===== src/design/bba_pkg.sv =====
// ----------------------------------------------------------------------------
// bba_pkg - buddy block allocator shared definitions
// Widths, status and function codes, and the free map word layout
// ----------------------------------------------------------------------------
package bba_pkg;

    // block levels and offsets
    localparam int MAX_LEVEL  = 10;
    localparam int LEVEL_W    = 4;
    localparam int OFF_W      = 10;
    localparam int STATUS_W   = 2;

    // free map is packed into words of this many block bits
    localparam int WORD_SHIFT = 5;
    localparam int WORD_BITS  = 1 << WORD_SHIFT;
    localparam int WIDX_W     = OFF_W - WORD_SHIFT;

    // words needed for one level of the free map
    function automatic int level_words(int lvl);
        int bits;
        bits = 1 << (MAX_LEVEL - lvl);
        return (bits > WORD_BITS) ? (bits >> WORD_SHIFT) : 1;
    endfunction

    // words needed for all levels
    function automatic int map_words();
        int total;
        total = 0;
        for (int k = 0; k <= MAX_LEVEL; k++) begin
            total += level_words(k);
        end
        return total;
    endfunction

    localparam int MAP_WORDS = map_words();
    localparam int ADDR_W    = $clog2(MAP_WORDS);

    typedef logic [ADDR_W-1:0]     t_addr;
    typedef logic [WORD_BITS-1:0]  t_word;
    typedef logic [WIDX_W-1:0]     t_widx;
    typedef logic [LEVEL_W-1:0]    t_level;
    typedef logic [OFF_W-1:0]      t_off;
    typedef logic [STATUS_W-1:0]   t_status;

    typedef t_addr t_base_tab [MAX_LEVEL+1];
    typedef t_widx t_last_tab [MAX_LEVEL+1];

    // first word address of each level
    function automatic t_base_tab calc_base();
        t_base_tab tab;
        int        sum;
        sum = 0;
        for (int k = 0; k <= MAX_LEVEL; k++) begin
            tab[k] = ADDR_W'(sum);
            sum += level_words(k);
        end
        return tab;
    endfunction

    // index of the last word within each level
    function automatic t_last_tab calc_last();
        t_last_tab tab;
        for (int k = 0; k <= MAX_LEVEL; k++) begin
            tab[k] = WIDX_W'(level_words(k) - 1);
        end
        return tab;
    endfunction

    localparam t_base_tab LEVEL_BASE = calc_base();
    localparam t_last_tab LEVEL_LAST = calc_last();

    // register limits
    localparam t_level MAX_TOP   = LEVEL_W'(MAX_LEVEL);
    localparam t_level TOP_RESET = LEVEL_W'(10);

    // function codes
    localparam logic FN_SPLIT   = 1'b0;
    localparam logic FN_RELEASE = 1'b1;

    // status codes
    localparam t_status ST_DONE  = 2'd0;
    localparam t_status ST_EMPTY = 2'd1;
    localparam t_status ST_BAD   = 2'd2;

endpackage


===== src/design/bba_ram.sv =====
// ----------------------------------------------------------------------------
// bba_ram - generic simple dual port ram
// One write port, one read port, read data registered
// ----------------------------------------------------------------------------
module bba_ram #(
    parameter int WIDTH = 32,
    parameter int DEPTH = 64
) (
    input  logic                     i_clk,
    input  logic                     i_we,
    input  logic [$clog2(DEPTH)-1:0] i_waddr,
    input  logic [WIDTH-1:0]         i_wdata,
    input  logic [$clog2(DEPTH)-1:0] i_raddr,
    output logic [WIDTH-1:0]         o_rdata
);

    logic [WIDTH-1:0] r_mem [DEPTH];
    logic [WIDTH-1:0] r_rdata;

    // write and registered read
    always_ff @(posedge i_clk) begin
        if (i_we) begin
            r_mem[i_waddr] <= i_wdata;
        end
        r_rdata <= r_mem[i_raddr];
    end

    assign o_rdata = r_rdata;

endmodule


===== src/design/buddy_block_allocator.sv =====
// ----------------------------------------------------------------------------
// buddy_block_allocator - buddy allocator core with a bitmap free map
// Splits the lowest free block of a level, releases and merges with buddies
// ----------------------------------------------------------------------------
//
//  channel  dir  handshake            word
//  -------  ---  -------------------  -----------------------------------------
//  input    in   i_valid / o_stall    i_func, i_block_level, i_block_offset
//  result   out  o_valid / i_stall    o_status, o_out_offset, o_out_level
//  config   in   i_cfg_we             i_cfg_data (top_level)
//
//  after reset a clearing pass zeroes all MAP_WORDS (68) words of the free map ram
//  each free map access is a read then evaluate/write pair (S_RD, S_EV)
//  split: one access per map word searched at the level (up to 16), then the pair write
//  release: one access per level from block level to top (duplicate check),
//  one per merge; one item at a time through the sequencer
//  a finished word waits in the output register; a new word is taken meanwhile
//
module buddy_block_allocator
    import bba_pkg::*;
(
    input  logic    i_clk,
    input  logic    i_rst_n,
    input  logic    i_cfg_we,
    input  t_level  i_cfg_data,
    input  logic    i_valid,
    output logic    o_stall,
    input  logic    i_func,
    input  t_level  i_block_level,
    input  t_off    i_block_offset,
    output logic    o_valid,
    input  logic    i_stall,
    output t_status o_status,
    output t_off    o_out_offset,
    output t_level  o_out_level
);

    typedef enum logic [4:0] {
        S_CLEAR = 5'b00001,
        S_IDLE  = 5'b00010,
        S_RD    = 5'b00100,
        S_EV    = 5'b01000,
        S_HOLD  = 5'b10000
    } t_state;

    typedef enum logic [4:0] {
        OP_SCAN  = 5'b00001,
        OP_PAIR  = 5'b00010,
        OP_CHECK = 5'b00100,
        OP_MERGE = 5'b01000,
        OP_MARK  = 5'b10000
    } t_op;

    // control state
    t_state  r_state, n_state;
    t_op     r_op, n_op;
    t_addr   r_clr, n_clr;
    t_level  r_top_level, n_top_level;
    logic    r_o_valid, n_o_valid;

    // working and result payload
    t_level  r_lvl, n_lvl;
    t_off    r_off, n_off;
    t_level  r_rel_lvl, n_rel_lvl;
    t_level  r_top, n_top;
    t_status r_res_status, n_res_status;
    t_off    r_res_off, n_res_off;
    t_level  r_res_lvl, n_res_lvl;
    t_status r_o_status, n_o_status;
    t_off    r_o_off, n_o_off;
    t_level  r_o_lvl, n_o_lvl;

    // ram ports
    logic    ram_we;
    t_addr   ram_waddr;
    t_word   ram_wdata;
    t_word   ram_rdata;

    // shared address unit
    t_off                  u_off;
    t_off                  u_blk;
    t_widx                 u_widx;
    logic [WORD_SHIFT-1:0] u_bit;
    logic [WORD_SHIFT-1:0] u_own_bit;
    t_addr                 u_addr;
    t_word                 u_mask;

    // search and request checks
    logic                  pick_found;
    logic [WORD_SHIFT-1:0] pick_bit;
    t_off                  pick_off;
    t_off                  scan_next;
    logic                  scan_last;
    t_level                top_eff;
    t_off                  lvl_mask;
    logic                  split_bad;
    logic                  rel_bad;
    t_level                lvl_up;

    // lowest set bit of a map word
    function automatic logic [WORD_SHIFT-1:0] first_set(t_word w);
        logic [WORD_SHIFT-1:0] idx;
        idx = '0;
        for (int k = WORD_BITS - 1; k >= 0; k--) begin
            if (w[k]) begin
                idx = WORD_SHIFT'(k);
            end
        end
        return idx;
    endfunction

    // free map storage
    bba_ram #(
        .WIDTH (WORD_BITS),
        .DEPTH (MAP_WORDS)
    ) u_map (
        .i_clk   (i_clk),
        .i_we    (ram_we),
        .i_waddr (ram_waddr),
        .i_wdata (ram_wdata),
        .i_raddr (u_addr),
        .o_rdata (ram_rdata)
    );

    // block offset to map word address and bit, buddy during merge
    assign u_off     = (r_op == OP_MERGE) ? (r_off ^ (t_off'(1) << r_lvl)) : r_off;
    assign u_blk     = u_off >> r_lvl;
    assign u_widx    = u_blk[OFF_W-1:WORD_SHIFT];
    assign u_bit     = u_blk[WORD_SHIFT-1:0];
    assign u_own_bit = {u_bit[WORD_SHIFT-1:1], ~u_bit[0]};
    assign u_addr    = LEVEL_BASE[r_lvl] + t_addr'(u_widx);
    assign u_mask    = t_word'(1) << u_bit;
    assign lvl_up    = t_level'(r_lvl + 1'b1);

    // split search over the words of one level
    assign pick_found = |ram_rdata;
    assign pick_bit   = first_set(ram_rdata);
    assign pick_off   = t_off'({u_widx, pick_bit}) << r_lvl;
    assign scan_next  = t_off'({t_widx'(u_widx + 1'b1), {WORD_SHIFT{1'b0}}}) << r_lvl;
    assign scan_last  = (u_widx == LEVEL_LAST[r_lvl]);

    // request checks at accept
    assign top_eff   = (r_top_level > MAX_TOP) ? MAX_TOP : r_top_level;
    assign lvl_mask  = ~({OFF_W{1'b1}} << i_block_level);
    assign split_bad = (i_block_level == '0) || (i_block_level > top_eff);
    assign rel_bad   = (i_block_level > top_eff) || ((i_block_offset & lvl_mask) != '0) ||
                       ((i_block_offset >> top_eff) != '0);

    // sequencer
    always_comb begin
        n_state      = r_state;
        n_op         = r_op;
        n_clr        = r_clr;
        n_top_level  = r_top_level;
        n_lvl        = r_lvl;
        n_off        = r_off;
        n_rel_lvl    = r_rel_lvl;
        n_top        = r_top;
        n_res_status = r_res_status;
        n_res_off    = r_res_off;
        n_res_lvl    = r_res_lvl;
        n_o_valid    = r_o_valid && i_stall;
        n_o_status   = r_o_status;
        n_o_off      = r_o_off;
        n_o_lvl      = r_o_lvl;
        ram_we       = 1'b0;
        ram_waddr    = u_addr;
        ram_wdata    = ram_rdata;

        // config register
        if (i_cfg_we) begin
            n_top_level = i_cfg_data;
        end

        unique case (r_state)
            // zero the free map after reset
            S_CLEAR: begin
                ram_we    = 1'b1;
                ram_waddr = r_clr;
                ram_wdata = '0;
                n_clr     = t_addr'(r_clr + 1'b1);
                if (r_clr == t_addr'(MAP_WORDS - 1)) begin
                    n_state = S_IDLE;
                end
            end
            // take a word and check it
            S_IDLE: begin
                if (i_valid) begin
                    n_top     = top_eff;
                    n_lvl     = i_block_level;
                    n_rel_lvl = i_block_level;
                    n_res_off = '0;
                    n_res_lvl = '0;
                    if (i_func == FN_SPLIT) begin
                        n_off = '0;
                        if (split_bad) begin
                            n_res_status = ST_EMPTY;
                            n_state      = S_HOLD;
                        end else begin
                            n_op    = OP_SCAN;
                            n_state = S_RD;
                        end
                    end else begin
                        n_off = i_block_offset;
                        if (rel_bad) begin
                            n_res_status = ST_BAD;
                            n_state      = S_HOLD;
                        end else begin
                            n_op    = OP_CHECK;
                            n_state = S_RD;
                        end
                    end
                end
            end
            // map word read in flight
            S_RD: begin
                n_state = S_EV;
            end
            // evaluate the map word, update it
            S_EV: begin
                unique case (r_op)
                    OP_SCAN: begin
                        if (pick_found) begin
                            ram_we    = 1'b1;
                            ram_wdata = ram_rdata & ~(t_word'(1) << pick_bit);
                            n_off     = pick_off;
                            n_lvl     = t_level'(r_lvl - 1'b1);
                            n_op      = OP_PAIR;
                            n_state   = S_RD;
                        end else if (scan_last) begin
                            n_res_status = ST_EMPTY;
                            n_res_off    = '0;
                            n_res_lvl    = '0;
                            n_state      = S_HOLD;
                        end else begin
                            n_off   = scan_next;
                            n_state = S_RD;
                        end
                    end
                    OP_PAIR: begin
                        ram_we       = 1'b1;
                        ram_wdata    = ram_rdata | (t_word'(3) << u_bit);
                        n_res_status = ST_DONE;
                        n_res_off    = r_off;
                        n_res_lvl    = r_lvl;
                        n_state      = S_HOLD;
                    end
                    OP_CHECK: begin
                        if ((ram_rdata & u_mask) != '0) begin
                            n_res_status = ST_BAD;
                            n_res_off    = '0;
                            n_res_lvl    = '0;
                            n_state      = S_HOLD;
                        end else if (r_lvl == r_top) begin
                            n_lvl   = r_rel_lvl;
                            n_op    = (r_rel_lvl == r_top) ? OP_MARK : OP_MERGE;
                            n_state = S_RD;
                        end else begin
                            n_lvl   = lvl_up;
                            n_state = S_RD;
                        end
                    end
                    OP_MERGE: begin
                        if ((ram_rdata & u_mask) != '0) begin
                            // buddy free: take it and climb
                            ram_we    = 1'b1;
                            ram_wdata = ram_rdata & ~u_mask;
                            n_off     = r_off & ~(t_off'(1) << r_lvl);
                            n_lvl     = lvl_up;
                            if (lvl_up == r_top) begin
                                n_op = OP_MARK;
                            end
                            n_state = S_RD;
                        end else begin
                            // own bit shares the buddy's word
                            ram_we       = 1'b1;
                            ram_wdata    = ram_rdata | (t_word'(1) << u_own_bit);
                            n_res_status = ST_DONE;
                            n_res_off    = r_off;
                            n_res_lvl    = r_lvl;
                            n_state      = S_HOLD;
                        end
                    end
                    OP_MARK: begin
                        ram_we       = 1'b1;
                        ram_wdata    = ram_rdata | u_mask;
                        n_res_status = ST_DONE;
                        n_res_off    = r_off;
                        n_res_lvl    = r_lvl;
                        n_state      = S_HOLD;
                    end
                    default: begin
                        n_state = S_IDLE;
                    end
                endcase
            end
            // hand the result to the output register
            S_HOLD: begin
                if (!r_o_valid || !i_stall) begin
                    n_o_valid  = 1'b1;
                    n_o_status = r_res_status;
                    n_o_off    = r_res_off;
                    n_o_lvl    = r_res_lvl;
                    n_state    = S_IDLE;
                end
            end
            default: begin
                n_state = S_IDLE;
            end
        endcase
    end

    // control registers
    always_ff @(posedge i_clk) begin
        if (!i_rst_n) begin
            r_state     <= S_CLEAR;
            r_op        <= OP_SCAN;
            r_clr       <= '0;
            r_top_level <= TOP_RESET;
            r_o_valid   <= 1'b0;
        end else begin
            r_state     <= n_state;
            r_op        <= n_op;
            r_clr       <= n_clr;
            r_top_level <= n_top_level;
            r_o_valid   <= n_o_valid;
        end
    end

    // payload registers
    always_ff @(posedge i_clk) begin
        r_lvl        <= n_lvl;
        r_off        <= n_off;
        r_rel_lvl    <= n_rel_lvl;
        r_top        <= n_top;
        r_res_status <= n_res_status;
        r_res_off    <= n_res_off;
        r_res_lvl    <= n_res_lvl;
        r_o_status   <= n_o_status;
        r_o_off      <= n_o_off;
        r_o_lvl      <= n_o_lvl;
    end

    // outputs
    assign o_stall      = (r_state != S_IDLE);
    assign o_valid      = r_o_valid;
    assign o_status     = r_o_status;
    assign o_out_offset = r_o_off;
    assign o_out_level  = r_o_lvl;

`ifndef SYNTHESIS
    a_clear_zero: assert property (@(posedge i_clk) disable iff (!i_rst_n)
        (r_state == S_CLEAR) |-> (ram_we && (ram_wdata == '0)))
        else $error("clearing pass does not write zero");

    a_lvl_top: assert property (@(posedge i_clk) disable iff (!i_rst_n)
        ((r_state == S_RD) || (r_state == S_EV)) |-> (r_lvl <= r_top))
        else $error("working level above top level");

    a_accept_busy: assert property (@(posedge i_clk) disable iff (!i_rst_n)
        (i_valid && !o_stall) |=> (r_state != S_IDLE))
        else $error("accepted word did not start the sequencer");

    a_err_zero: assert property (@(posedge i_clk) disable iff (!i_rst_n)
        (o_valid && (o_status != ST_DONE)) |-> ((o_out_offset == '0) && (o_out_level == '0)))
        else $error("failed result carries offset or level");
`endif

endmodule

===== config.mk =====
export PLATFORM = sky130hd
export DESIGN_NAME = buddy_block_allocator
export DESIGN_NICKNAME = d
export VERILOG_FILES = /design/src/design/bba_pkg.sv /design/src/design/bba_ram.sv /design/src/design/buddy_block_allocator.sv
export SDC_FILE = /design/constraint.sdc
export NUM_CORES = 2
export LEC_CHECK = 0
export BUFFER_PORTS_ARGS = -buffer_cell sky130_fd_sc_hd__buf_2
export CAP_MARGIN = 20
export CORE_ASPECT_RATIO = 1.75
export CORE_MARGIN = 4
export CORE_UTILIZATION = 25
export CTS_CLUSTER_SIZE = 20
export DETAILED_ROUTE_END_ITERATION = 6
export GPL_TIMING_DRIVEN = 0
export PLACE_DENSITY = 0.43
export SETUP_SLACK_MARGIN = 0.15
export SYNTH_ARGS = -nofsm -noshare
export SYNTH_HDL_FRONTEND = slang
export SYNTH_HIERARCHICAL = 1
export SYNTH_SLANG_ARGS = --single-unit

===== constraint.sdc =====
create_clock -name i_clk -period 21.7 [get_ports i_clk]
set_input_delay 4.34 -clock i_clk [delete_from_list [all_inputs] [get_ports i_clk]]
set_output_delay 4.34 -clock i_clk [all_outputs]
set_load 0.01 [all_outputs]

==> summary.md <==
| Metric | Value |
|---|---|
| Seq/Total Area, Yosys | `0.738` |
| Net Sw Power | `1.91 mW` |
| Dominant synthesized flop cell | `edfxtp_1` |
| Yosys cell types | `91` |
| Antenna violations before repair | `18` |
| Total Wirelength | `between 300000 and 400000 um` |
| Ys async rst share | `0` |
| Worst-path clk slew | `0.07 ns` |
| H-tree levels | `4` |
| Die Height | `812 um` |
| Count leader, synth | `edfxtp_1` |
| Post-DRT Antenna Nets | `0` |
| Worst Hold Depth | `0` |
| Non-filler cells, final | `10.3k` |
| Placed cells | `9885` |
| Net Sw Frac | `0.216` |
| Synth-to-layout area growth | `18.5%` |
| Syn nets | `4825` |
| Vias in the first global route | `between 50k and 60k` |
| Synth Area per Inst | `19.4 um^2` |
| DRC Markers | `0` |
| # IOs | `between 40 and 50` |
| Synth Register Bits | `between 2k and 2.5k` |
| Global-route wire length before repair | `between 400000 and 500000 um` |
| Setup Skew | `0.0754 ns` |
| Syn Inst Count | `4763` |
| Num rows | `294` |
| FMAX | `a little over 100 MHz` |
| Post-cts sizing count | `0` |
| PortBufs | `40` |
| P per Cell Area | `about 80 nW/um^2` |
| Slowest CP cell | `o211ai_1` |
| Setup TNS | `0 ns` |
| Cell family with most CP delay | `compound AO/OA/AOI/OAI gates` |
| Gpl congestion | `between 0.9 and 1` |
| CP endpoint kind | `flip-flop` |
| Met3 wire length | `12200 um` |
| Arrival time at the worst endpoint | `10.56 ns` |
| Worst path depth | `27` |
| Die Wd | `about 470 um` |
| Fill cells | `36.0k` |
| Int Power | `6.93 mW` |
| Max_slew headroom | `0.0841` |
| CTS Hold Buffers Added | `0` |
| Worst Max-Slew Pin Slew | `1.37 ns` |
| Setup slack after layout | `11.84 ns` |
| Final Slew Violations | `0` |
| Post-place setup slack | `11.90 ns` |
| Post-DP Area | `103000 um^2` |
| Clock share of power | `0.412` |
| CTS tree | `done` |
| Critical Path RT | `22.40 ns` |
| Metal-1 WL | `approximately 110000 um` |
| HP Class | `reg2reg` |
| Iteration-0 DRC Markers | `between 4k and 5k` |
| Vias/cell | `between 4 and 5` |
| Die area | `approximately 380000 um^2` |
| Clock Path Buffers | `4` |
| Post-Syn Area | `92300 um^2` |
| R2R setup slack | `11.84 ns` |
| TritonCTS buffer count | `about 210` |
| Period Utilization, post-route | `0.454` |
| Min cycle time layout | `~9.9 ns` |
| Status | `finished, final reports clean` |
| Maximum capacitance violations | `0` |
| Yosys warns | `6` |
| Layout cells sized above 1 | `0.247` |
| Core Area | `367000 um^2` |
| Comb pwr share | `0.032` |
| Critical Path Source Type | `flip-flop` |
| Number of flops mapped to enable cells by yosys | `between 2k and 2.5k` |
| Max stage delay on crit path | `0.85 ns` |
| Buf/Inv on CP | `9` |
| Most frequent cells after synthesis | `edfxtp_1 (2230), mux4_2 (514), mux2i_1 (235)` |
| CTS root buf | `clkbuf_16` |
| Largest net degree at the start of global routing | `69` |
| Crit-path most repeated cell | `ha_1` |
| Maximum VDD drop | `approximately 59 uV` |
| Flop pwr share | `0.556` |
| Clock tree sinks | `approximately 2.3k` |
| Final instance area | `about 110000 um^2` |
| Worst-path fanout max | `13` |
| Crit path kind | `reg2reg` |
| Multi-input gate area | `23500 um^2` |
| Total gr overflow | `0` |
| Top cell type's share of synthesized area | `0.726` |
| Wirelength per Cell | `~33 um` |
| Final setup viols | `0` |
| Synth area leader | `edfxtp_1` |
| Initial Util | `0.252` |
| R2R depth | `27` |
| Top Metal Used | `met5` |
| Final #Nets | `~5.3k` |
| Vias | `49.6k` |
| Register area | `approximately 68000 um^2` |
| RSZ-0062 raised after global routing | `no` |
| Metal2 WL | `roughly 190000 um` |
| Leakage | `~32 nW` |
| Clk_lat worst skew | `0.89 ns` |
| Global-route usage over all layers | `0.176` |
| Post-DP HPWL | `250000 um` |
| Final Hold Viols | `0` |
| Synth top area cells | `edfxtp_1 (73%), mux4_2 (13%), mux2i_1 (2.5%)` |
| Router iterations before antenna repair | `5` |
| Postcts setup bufs | `0` |
## state kept, by name, summed over array words and instances (netlist names), 5 cells and up
signal and count:
r_res_off 10, r_clr 7, r_op 5, r_state 5, u_map/o_rdata 32, u_map/r_mem 2176, r_off 10, o_out_offset 10
## cells in the final DEF, fill, tap and decap left out, drive strengths merged, types with 44 or more instances in the layout
| master | netlist | routed |
|---|---|---|
| edfxtp | 2230 | 2230 |
| mux4 | 514 | 514 |
| clkbuf | 130 | 400 |
| buf | 153 | 391 |
| mux2i | 235 | 235 |
| nand2 | 195 | 195 |
| nor2 | 194 | 194 |
| a21oi | 153 | 153 |
| o21ai | 117 | 117 |
| clkinv | 1 | 81 |
| a22oi | 63 | 63 |
| nand3 | 59 | 59 |
| dfxtp | 54 | 54 |
| inv | 38 | 44 |
## kinds of logic after synthesis
kind of cell,after synthesis,synth area share
compound gates,668,0.0501
xor+xnor,30,0.00285
fa+ha+maj,38,0.00524
buf+inv,322,0.0175
flops,2284,0.738
mux,773,0.154
simple gates,648,0.0329
## final timing paths
| kind | startpoint | endpoint |
|---|---|---|
| worst max-delay path | r_lvl[1] | u_map/r_mem[35][17] |
| worst min-delay path | r_res_off[9] | o_out_offset[9] |
| worst max register to register | r_lvl[1] | u_map/r_mem[35][17] |
| worst min register to register | r_res_off[9] | o_out_offset[9] |
## per-layer routing
metal,up-vias,global-route usage
li1,20700,-
met1,27000,0.176
met2,1375,0.346
met3,569,0.0193
met4,2,0.103
met5,-,0
## stage by stage
step	hold slack, ns	utilization	total power [mW]
floorplan	0.400	-	5.13
global placement	0.400	0.269	5.26
detailed placement	0.405	0.280	5.30
CTS	0.422	0.298	8.95
global route	0.425	0.298	9.12
finish	0.420	0.298	8.84
## worst reg2reg max path, cell delays in order (launching register included)
cell	delay, ns
edfxtp_1	0.51
buf_2	0.25
inv_1	0.13
clkbuf_1	0.54
ha_1	0.47
ha_1	0.32
nand2_1	0.08
ha_1	0.29
a211oi_1	0.51
a211oi_1	0.11
o21a_1	0.20
a311o_1	0.33
a21boi_0	0.12
o21ai_0	0.48
inv_1	0.14
ha_1	0.21
clkbuf_1	0.34
nand2_1	0.49
nor2_1	0.08
a222oi_1	0.42
nand4_2	0.48
nor2_2	0.67
nand2_1	0.66
o211ai_1	0.85
buf_4	0.34
buf_6	0.19
buf_4	0.22
buf_4	0.25
## layout make-up
| cell class | instances | area share |
|---|---|---|
| flip-flops and latches | 2284 | 0.623 |
| multi-input cells | 2157 | 0.215 |
| well taps | 4884 | 0.0559 |
| clock buffers | 269 | 0.0513 |
| repair buffers | 239 | 0.0322 |
| plain buffers | 283 | 0.0134 |
| clock inverters | 105 | 0.00789 |
| inverters | 39 | 0.00134 |
| diodes | 7 | 0.000160 |
## power by group through the flow
stage / clock network (mW) / registers (mW) / logic, mW
after CTS: 3.75 / 4.91 / 0.291
final: 3.64 / 4.91 / 0.287
after floorplan: 0 / 5.01 / 0.116
after global routing: 3.91 / 4.92 / 0.300
after global placement: 0 / 5.03 / 0.227
after detailed placement: 0 / 5.01 / 0.291
Power figures use the tool's default switching activity.
